### config.mk
export PLATFORM = sky130hd
export DESIGN_NAME = sequential_list_engine_top
export DESIGN_NICKNAME = d
export VERILOG_FILES = /design/src/sle_pkg.sv /design/src/sle_store.sv /design/src/sle_ctrl.sv /design/src/sequential_list_engine_top.sv
export SDC_FILE = /design/constraint.sdc
export NUM_CORES = 2
export LEC_CHECK = 0
export BUFFER_PORTS_ARGS = -buffer_cell sky130_fd_sc_hd__buf_2
export CAP_MARGIN = 10
export CORE_UTILIZATION = 57
export DETAILED_ROUTE_END_ITERATION = 7
export PLACE_DENSITY_LB_ADDON = 0.12
export SETUP_SLACK_MARGIN = 0.05
export SLEW_MARGIN = 0
export SYNTH_ARGS = -nofsm -noshare
export SYNTH_HDL_FRONTEND = slang
export SYNTH_SLANG_ARGS = --single-unit
export TNS_END_PERCENT = 100
### constraint.sdc
create_clock -name clk -period 7 [get_ports clk]
set_input_delay 1.4 -clock clk [delete_from_list [all_inputs] [get_ports clk]]
set_output_delay 1.4 -clock clk [all_outputs]
set_load 0.02 [all_outputs]
### src/sle_pkg.sv
// Shared types and codes for the sequential list engine.
// No dependencies; imported by the control unit and the top level.
package sle_pkg;

	typedef enum logic [1:0] {
		OP_APPEND = 2'd0,
		OP_INSERT = 2'd1,
		OP_DELETE = 2'd2,
		OP_FIND   = 2'd3
	} op_t;

	typedef enum logic [2:0] {
		STAT_OK       = 3'd0,
		STAT_FULL     = 3'd1,
		STAT_EMPTY    = 3'd2,
		STAT_BADPOS   = 3'd3,
		STAT_NOTFOUND = 3'd4
	} status_t;

	typedef enum logic [1:0] {
		ST_IDLE,
		ST_SHIFT,
		ST_PUT,
		ST_DONE
	} state_t;

	typedef struct packed {
		status_t     status;
		logic [31:0] removed;
		logic [7:0]  found;
		logic [7:0]  length;
	} res_t;

endpackage

### src/sle_store.sv
// Element store of the list: one write port and one read port, registered read data.
// No package dependencies.
module sle_store #(
	parameter int DEPTH = 128,
	parameter int AW    = 7
) (
	input  logic          clk,
	input  logic          we,
	input  logic [AW-1:0] waddr,
	input  logic [31:0]   wdata,
	input  logic [AW-1:0] raddr,
	output logic [31:0]   rdata
);

	logic [31:0] mem [DEPTH];
	logic [31:0] rdata_q;

	always_ff @(posedge clk) begin
		if (we) begin
			mem[waddr] <= wdata;
		end
	end

	always_ff @(posedge clk) begin
		rdata_q <= mem[raddr];
	end

	assign rdata = rdata_q;

endmodule

### src/sle_ctrl.sv
// Sequencer of the list engine: decodes each request, walks the store one entry per
// cycle for insert, delete and find, and keeps the element count. Uses sle_pkg.
module sle_ctrl #(
	parameter int DEPTH = 128,
	parameter int AW    = 7,
	parameter int CW    = 8
) (
	input  logic          clk,
	input  logic          arst_n,
	input  logic          req_valid,
	output logic          req_stall,
	input  logic [1:0]    func,
	input  logic [7:0]    position,
	input  logic [31:0]   value,
	output logic          mem_we,
	output logic [AW-1:0] mem_waddr,
	output logic [31:0]   mem_wdata,
	output logic [AW-1:0] mem_raddr,
	input  logic [31:0]   mem_rdata,
	output logic          res_valid,
	input  logic          res_take,
	output sle_pkg::res_t res
);
	import sle_pkg::*;

	localparam int PW = (CW > 8) ? CW : 8;

	state_t        state_q, state_d;
	op_t           op_in, op_q;
	logic [CW-1:0] cnt_q;
	logic [31:0]   val_q;
	logic [AW-1:0] pos0_q, rd_q, last_q, addr_s1;
	logic          scan_q, pend_s1;
	status_t       stat_q;
	logic [31:0]   removed_q;
	logic [7:0]    found_q;

	logic [PW-1:0] cnt_w, pos_w, pos_m1_w, cnt_m1_w, fnd_w;
	logic [AW-1:0] pos_m1, cnt_m1;
	logic          full, empty, bad_pos, match, accept;

	assign op_in  = op_t'(func);
	assign accept = req_valid && !req_stall;

	always_comb begin
		cnt_w    = PW'(cnt_q);
		pos_w    = PW'(position);
		pos_m1_w = pos_w - PW'(1);
		cnt_m1_w = cnt_w - PW'(1);
		pos_m1   = pos_m1_w[AW-1:0];
		cnt_m1   = cnt_m1_w[AW-1:0];
		full     = cnt_w >= PW'(DEPTH);
		empty    = cnt_q == '0;
		bad_pos  = (pos_w == '0) || (pos_w > cnt_w);
		fnd_w    = PW'(addr_s1) + PW'(1);
		match    = pend_s1 && (op_q == OP_FIND) && (mem_rdata == val_q);
	end

	// Next state.
	always_comb begin
		state_d = state_q;
		unique case (state_q)
			ST_IDLE: begin
				if (accept) begin
					state_d = ST_DONE;
					unique case (op_in)
						OP_APPEND: state_d = ST_DONE;
						OP_INSERT: if (!full && !bad_pos) state_d = ST_SHIFT;
						OP_DELETE: if (!empty && !bad_pos) state_d = ST_SHIFT;
						OP_FIND:   if (!empty) state_d = ST_SHIFT;
					endcase
				end
			end
			ST_SHIFT: begin
				if (match) begin
					state_d = ST_DONE;
				end else if (pend_s1 && !scan_q) begin
					state_d = (op_q == OP_INSERT) ? ST_PUT : ST_DONE;
				end
			end
			ST_PUT:  state_d = ST_DONE;
			ST_DONE: if (res_take) state_d = ST_IDLE;
		endcase
	end

	// Outputs: store write port, handshakes.
	always_comb begin
		mem_we    = 1'b0;
		mem_waddr = addr_s1;
		mem_wdata = mem_rdata;
		req_stall = state_q != ST_IDLE;
		res_valid = state_q == ST_DONE;
		mem_raddr = rd_q;
		unique case (state_q)
			ST_IDLE: begin
				if (req_valid && op_in == OP_APPEND && !full) begin
					mem_we    = 1'b1;
					mem_waddr = cnt_w[AW-1:0];
					mem_wdata = value;
				end
			end
			ST_SHIFT: begin
				// Insert moves each entry up by one, walking down from the tail.
				if (pend_s1 && op_q == OP_INSERT) begin
					mem_we    = 1'b1;
					mem_waddr = addr_s1 + AW'(1);
				end
				// Delete moves each entry after the removed one down by one.
				if (pend_s1 && op_q == OP_DELETE && addr_s1 != pos0_q) begin
					mem_we    = 1'b1;
					mem_waddr = addr_s1 - AW'(1);
				end
			end
			ST_PUT: begin
				mem_we    = 1'b1;
				mem_waddr = pos0_q;
				mem_wdata = val_q;
			end
			ST_DONE: ;
		endcase
	end

	always_ff @(posedge clk or negedge arst_n) begin
		if (!arst_n) begin
			state_q <= ST_IDLE;
			cnt_q   <= '0;
			scan_q  <= 1'b0;
			pend_s1 <= 1'b0;
		end else begin
			state_q <= state_d;
			pend_s1 <= 1'b0;
			if (state_q == ST_IDLE && accept) begin
				scan_q <= state_d == ST_SHIFT;
				unique case (op_in)
					OP_APPEND: if (!full) cnt_q <= cnt_q + CW'(1);
					OP_INSERT: if (!full && !bad_pos) cnt_q <= cnt_q + CW'(1);
					OP_DELETE: if (!empty && !bad_pos) cnt_q <= cnt_q - CW'(1);
					OP_FIND:   ;
				endcase
			end else if (state_q == ST_SHIFT) begin
				if (state_d != ST_SHIFT) begin
					scan_q <= 1'b0;
				end else begin
					pend_s1 <= scan_q;
					if (scan_q && rd_q == last_q) begin
						scan_q <= 1'b0;
					end
				end
			end
		end
	end

	// Request and scan datapath; no reset needed.
	always_ff @(posedge clk) begin
		if (state_q == ST_IDLE && accept) begin
			op_q      <= op_in;
			val_q     <= value;
			pos0_q    <= pos_m1;
			stat_q    <= STAT_OK;
			removed_q <= '0;
			found_q   <= '0;
			unique case (op_in)
				OP_APPEND: if (full) stat_q <= STAT_FULL;
				OP_INSERT: begin
					if (full) stat_q <= STAT_FULL;
					else if (bad_pos) stat_q <= STAT_BADPOS;
					rd_q   <= cnt_m1;
					last_q <= pos_m1;
				end
				OP_DELETE: begin
					if (empty) stat_q <= STAT_EMPTY;
					else if (bad_pos) stat_q <= STAT_BADPOS;
					rd_q   <= pos_m1;
					last_q <= cnt_m1;
				end
				OP_FIND: begin
					stat_q <= STAT_NOTFOUND;
					rd_q   <= '0;
					last_q <= cnt_m1;
				end
			endcase
		end else if (state_q == ST_SHIFT) begin
			addr_s1 <= rd_q;
			if (scan_q && rd_q != last_q) begin
				rd_q <= (op_q == OP_INSERT) ? rd_q - AW'(1) : rd_q + AW'(1);
			end
			if (pend_s1 && op_q == OP_DELETE && addr_s1 == pos0_q) begin
				removed_q <= mem_rdata;
			end
			if (match) begin
				stat_q  <= STAT_OK;
				found_q <= fnd_w[7:0];
			end
		end
	end

	assign res.status  = stat_q;
	assign res.removed = removed_q;
	assign res.found   = found_q;
	assign res.length  = cnt_w[7:0];

	a_count_bound: assert property (@(posedge clk) disable iff (!arst_n)
		cnt_q <= CW'(DEPTH))
		else $error("element count above capacity");

	a_no_same_entry: assert property (@(posedge clk) disable iff (!arst_n)
		(mem_we && scan_q) |-> (mem_waddr != mem_raddr))
		else $error("shift writes the entry being read");

	a_scan_in_shift: assert property (@(posedge clk) disable iff (!arst_n)
		(scan_q || pend_s1) |-> (state_q == ST_SHIFT))
		else $error("store walk outside the shift state");

	a_accept_busy: assert property (@(posedge clk) disable iff (!arst_n)
		(req_valid && !req_stall) |=> (state_q != ST_IDLE))
		else $error("accepted item left no work");

endmodule

### src/sequential_list_engine_top.sv
// Top level of the sequential list engine: control unit, element store and the
// result register. Uses sle_pkg, sle_ctrl and sle_store.
//
// The engine keeps an ordered list of signed 32-bit words with append, insert, delete
// and find requests, one at a time. Append and every rejected request need no walk of the
// store. Insert at position p walks the entries from the tail down to p, then writes the
// new value; delete walks from p to the tail and find from the head to a match: the store
// has a single read port and a single write port, so the entry walk moves one element
// per cycle. A waiting result sits in its own register, so the next request is taken
// while it waits. The store needs no clearing after reset.
module sequential_list_engine_top #(
	parameter int DEPTH = 128
) (
	input  logic               clk,
	input  logic               arst_n,
	input  logic               req_valid,
	output logic               req_stall,
	input  logic [1:0]         func,
	input  logic [7:0]         position,
	input  logic signed [31:0] value,
	output logic               rsp_valid,
	input  logic               rsp_stall,
	output logic [2:0]         status,
	output logic signed [31:0] removed_value,
	output logic [7:0]         found_position,
	output logic [7:0]         list_length
);
	import sle_pkg::*;

	localparam int AW = $clog2(DEPTH);
	localparam int CW = $clog2(DEPTH + 1);

	logic          mem_we;
	logic [AW-1:0] mem_waddr, mem_raddr;
	logic [31:0]   mem_wdata, mem_rdata;
	logic          res_valid, res_take, rsp_valid_q;
	res_t          res;

	sle_ctrl #(.DEPTH(DEPTH), .AW(AW), .CW(CW)) u_ctrl (
		.clk       (clk),
		.arst_n    (arst_n),
		.req_valid (req_valid),
		.req_stall (req_stall),
		.func      (func),
		.position  (position),
		.value     (value),
		.mem_we    (mem_we),
		.mem_waddr (mem_waddr),
		.mem_wdata (mem_wdata),
		.mem_raddr (mem_raddr),
		.mem_rdata (mem_rdata),
		.res_valid (res_valid),
		.res_take  (res_take),
		.res       (res)
	);

	sle_store #(.DEPTH(DEPTH), .AW(AW)) u_store (
		.clk   (clk),
		.we    (mem_we),
		.waddr (mem_waddr),
		.wdata (mem_wdata),
		.raddr (mem_raddr),
		.rdata (mem_rdata)
	);

	assign res_take = !rsp_valid_q || !rsp_stall;

	always_ff @(posedge clk or negedge arst_n) begin
		if (!arst_n) begin
			rsp_valid_q <= 1'b0;
		end else if (res_valid && res_take) begin
			rsp_valid_q <= 1'b1;
		end else if (!rsp_stall) begin
			rsp_valid_q <= 1'b0;
		end
	end

	always_ff @(posedge clk) begin
		if (res_valid && res_take) begin
			status         <= res.status;
			removed_value  <= res.removed;
			found_position <= res.found;
			list_length    <= res.length;
		end
	end

	assign rsp_valid = rsp_valid_q;

endmodule
==> run summary <==
Ranking of synthesized cells by area = sky130_fd_sc_hd__edfxtp_1 77%, sky130_fd_sc_hd__mux4_2 17%, sky130_fd_sc_hd__mux2i_1 1.0%, sky130_fd_sc_hd__dfxtp_1 0.87%, sky130_fd_sc_hd__nor2_1 0.46%
FF+latch count, synth = 4297
CP top delay family = simple AND/OR/NAND/NOR gates
Tightest Pin Transition = 1230 ps
Placed cell count = 10670
Post-detailed-routing wire length = 409000 um
Count of maximum capacitance violations = 0
Post-Route Hold Slack = 369 ps
H-tree levels = 5
Path type of the worst setup path = input pin to register
Routed len/inst = 35.7 um
Effective utilization at floorplan = 57.3%
CTS Buf Count = 424
Library cell contributing the largest single delay on the critical path = sky130_fd_sc_hd__nand2_1
Worst r2r src = u_ctrl.state_q[1]
Ratio of final minimum period to clock period = 70.9%
Hold violation total from the final report = 0
Count of cell types in the netlist = 70
Critical path origin = func[1]
Ratio of cells with drive above 1 in the final layout = 31.9%
CTS clock-pin slew for the worst setup and hold paths = 60 ps
Final standard cell area without fillers = 187000 um^2
Synthesis-to-finish area growth = 13.3%
Finished Core Util = 64.9%
HPWL Detailed = 237000 um
Max IR drop VDD = 0.555 mV
Count of buffers added by post-CTS timing repair for setup = 0
Hold buffer count at CTS = 0
Arrival time reported for the critical path endpoint = 5520 ps
Number of fill cells in the layout = 18427
Power share of the sequential group = 43.0%
Cell at the root of the clock tree = sky130_fd_sc_hd__clkbuf_16
Outcome = finished clean
Max Fclk = 201 MHz
Net load switching power = 0.0257 W
Sw Ratio = 32.1%
TritonCTS clock tree = done
Clock network power share = 29.0%
Setup WS pre-CTS = 1320 ps
Avg Synthesized Cell Area = 23.9 um^2
Cell leakage power = 58.6 nW
Final Skew = 53.9 ps
Cell area after placement = 173000 um^2
GRT Util Overall = 28.3%
Standard-cell rows = 197
Remaining routing DRC violations = 0
Wire length of the first global-routing pass = 579000 um
Vias per inst = 6.67
Net count reported at finish = 7385
Setup slack of the most critical reg-to-reg path = 2070 ps
Ys Warns = 0
Synthesized instance count = 6894
Delay of the slowest critical-path stage = 610 ps
Port Buffers = 98
Combinational Power Share = 28.0%
Maximum fanout along the worst path = 32
Initial antenna violation count = 23
Total number of clock tree sinks = 4297
Worst Hold Class = input pin to asynchronous set/reset pin
Buffering stage count on the worst path with inverters included = 3
Number of routed nets with antenna violations = 0
Cell internal power dissipation = 0.0544 W
Post-CTS sizing = 0
Worst r2r dst = u_store.mem[19][3]
Number of enable-type register cells in the synthesized netlist = 4212
Die outline area = 292000 um^2
Most used DFF post-synth = sky130_fd_sc_hd__edfxtp_1
Post-synth top area share = 76.7%
Worst Reg-to-Reg Cells = 11
Number of global-route vias before repair = 75077
Worst path cell trace = buf_2 -> inv_1 -> ha_1 -> and3b_1 -> o21ai_0 -> a22oi_1 -> o311ai_0 -> a21oi_1 -> nor2b_1 -> nand2_1 -> nor2_4 -> buf_4
Endpoint required time on the critical path = 7550 ps
Time the worst path needs with I/O delays and setup = 4970 ps
Total congestion overflow after global routing = 0
Critical path startpoint category = input pin
Final Wtd Congestion = 0.899
Post-synthesis net count = 6964
Buffers from clock root to sink, at most = 4
Largest net degree at the start of global routing = 148
Number of detailed-routing iterations run before antenna repair = 6
Area of the mapped netlist = 165000 um^2
Final max-slew violation count = 0
Fraction of synthesis flops using an asynchronous set or reset pin = 0.303%
Chip width = 540 um
Setup violators final = 0
Biggest area consumer among synthesized cells = sky130_fd_sc_hd__edfxtp_1
Max_slew headroom = 18.2%
# IOs = 99
Sequential element share of the synthesized area = 77.7%
Power density normalized to cell area = 428 nW/um^2
Number of DRC markers after the initial detailed-route iteration = 10910
Detailed-route via count = 76450
Die height = 540 um
Later-pin clock latency in the skew report = 960 ps
Fin cells = 11463
Element type at the critical path end = register
Core area = 288000 um^2
Unrepaired setup endpoints after global routing = false
Final setup margin = 2030 ps
[worst max path at each step]
stage                           endpoint  slack [ps]  cells past startpoint
finish                u_store.mem[42][3]        2030                     12
global route        u_store.mem[124][22]        1860                      9
CTS                  u_store.mem[20][27]        2200                     11
detailed placement    u_store.mem[38][5]        1320                     13
global placement     u_store.mem[54][31]        1260                     12
floorplan             u_store.mem[0][10]       -1730                      8
[power by group through the flow]
stage	Combinational [W]	Sequential, W	Clock [W]
after floorplan	0.0119	0.0361	0
after global placement	0.0221	0.0348	0
after detailed placement	0.0225	0.0349	0
after CTS	0.0225	0.0343	0.0235
after global routing	0.0232	0.0344	0.0245
final	0.0224	0.0344	0.0232
[placed cells by master, fill, tap and decap left out, drive strengths merged, types with 47 or more instances in the layout]
cell	count
mux2i	169
mux4	1280
o21ai	55
nand2	85
clkinv	182
clkbuf	513
edfxtp	4212
dfxtp	72
inv	47
bufinv	63
buf	363
a21oi	61
nor2	205
[per-stage QoR]
stage	total power, W	setup TNS [ps]
floorplan	0.0480	-4556190
global placement	0.0569	0
detailed placement	0.0574	0
CTS	0.0804	0
global route	0.0821	0
finish	0.0800	0
[area by class of cell]
class / count / area, um^2 / share of cell area (%)
Tap cell: 3781 / 4730 / 2.53
Timing Repair Buffer: 363 / 3140 / 1.68
Clock inverter: 275 / 3120 / 1.67
Inverter: 32 / 120 / 0.0643
Multi-Input combinational cell: 2197 / 36400 / 19.5
Sequential cell: 4297 / 128000 / 68.6
Antenna cell: 5 / 12.5 / 0.00670
Clock buffer: 513 / 11100 / 5.95
[synth_stat cells, types with 18 or more instances]
cell / n
sky130_fd_sc_hd__a221oi_1: 35
sky130_fd_sc_hd__a22o_1: 32
sky130_fd_sc_hd__buf_1: 37
sky130_fd_sc_hd__clkbuf_1: 190
sky130_fd_sc_hd__inv_1: 31
sky130_fd_sc_hd__nand2_1: 78
sky130_fd_sc_hd__xor2_1: 44
sky130_fd_sc_hd__a21oi_1: 59
sky130_fd_sc_hd__o21ai_0: 54
sky130_fd_sc_hd__mux2i_1: 169
sky130_fd_sc_hd__buf_2: 136
sky130_fd_sc_hd__a22oi_1: 19
sky130_fd_sc_hd__nand3_1: 24
sky130_fd_sc_hd__dfxtp_1: 72
sky130_fd_sc_hd__xnor2_1: 30
sky130_fd_sc_hd__and3_1: 18
sky130_fd_sc_hd__mux4_2: 1280
sky130_fd_sc_hd__ha_1: 23
sky130_fd_sc_hd__nor2_1: 203
sky130_fd_sc_hd__edfxtp_1: 4212
[metal layers]
| metal | vias to the layer above | global-route usage, % | routed length [um] |
|---|---|---|---|
| li1 | 30565 | - | - |
| met1 | 41536 | 43.5 | 168000 |
| met2 | 3847 | 42.0 | 190000 |
| met3 | 498 | 5.75 | 40200 |
| met4 | 4 | 7.68 | 11900 |
| met5 | - | 0 | 26 |
[flip-flops by register name, summed over array words and instances, names as in the netlist, 2 cells and up]
name / cells
u_store.mem: 4096
u_ctrl.state_q: 2
u_ctrl.cnt_q: 8
status: 3
list_length: 8
found_position: 8
u_store.rdata: 32
u_ctrl.last_q: 7
removed_value: 32
u_ctrl.mem_raddr: 7
u_ctrl.stat_q: 3
u_ctrl.pos0_q: 7
u_ctrl.op_q: 2
u_ctrl.val_q: 32
u_ctrl.found_q: 8
u_ctrl.removed_q: 32
u_ctrl.addr_s1: 7
[cells by family (layout without fill, tap and decap cells)]
family                     Yosys count  after routing  share of synthesized area [%]
AOI/OAI and AO/OA                  255            255                           1.06
xor gates and xnor gates            74             74                          0.393
buffers and inverters              400           1183                           1.03
muxes                             1449           1449                           18.5
adders and majority gates           24             24                          0.187
DFF                               4297           4297                           77.7
and+or+nand+nor                    395            395                           1.08
other                                0              5                              0
No activity file was read; power rests on OpenSTA's default activity.
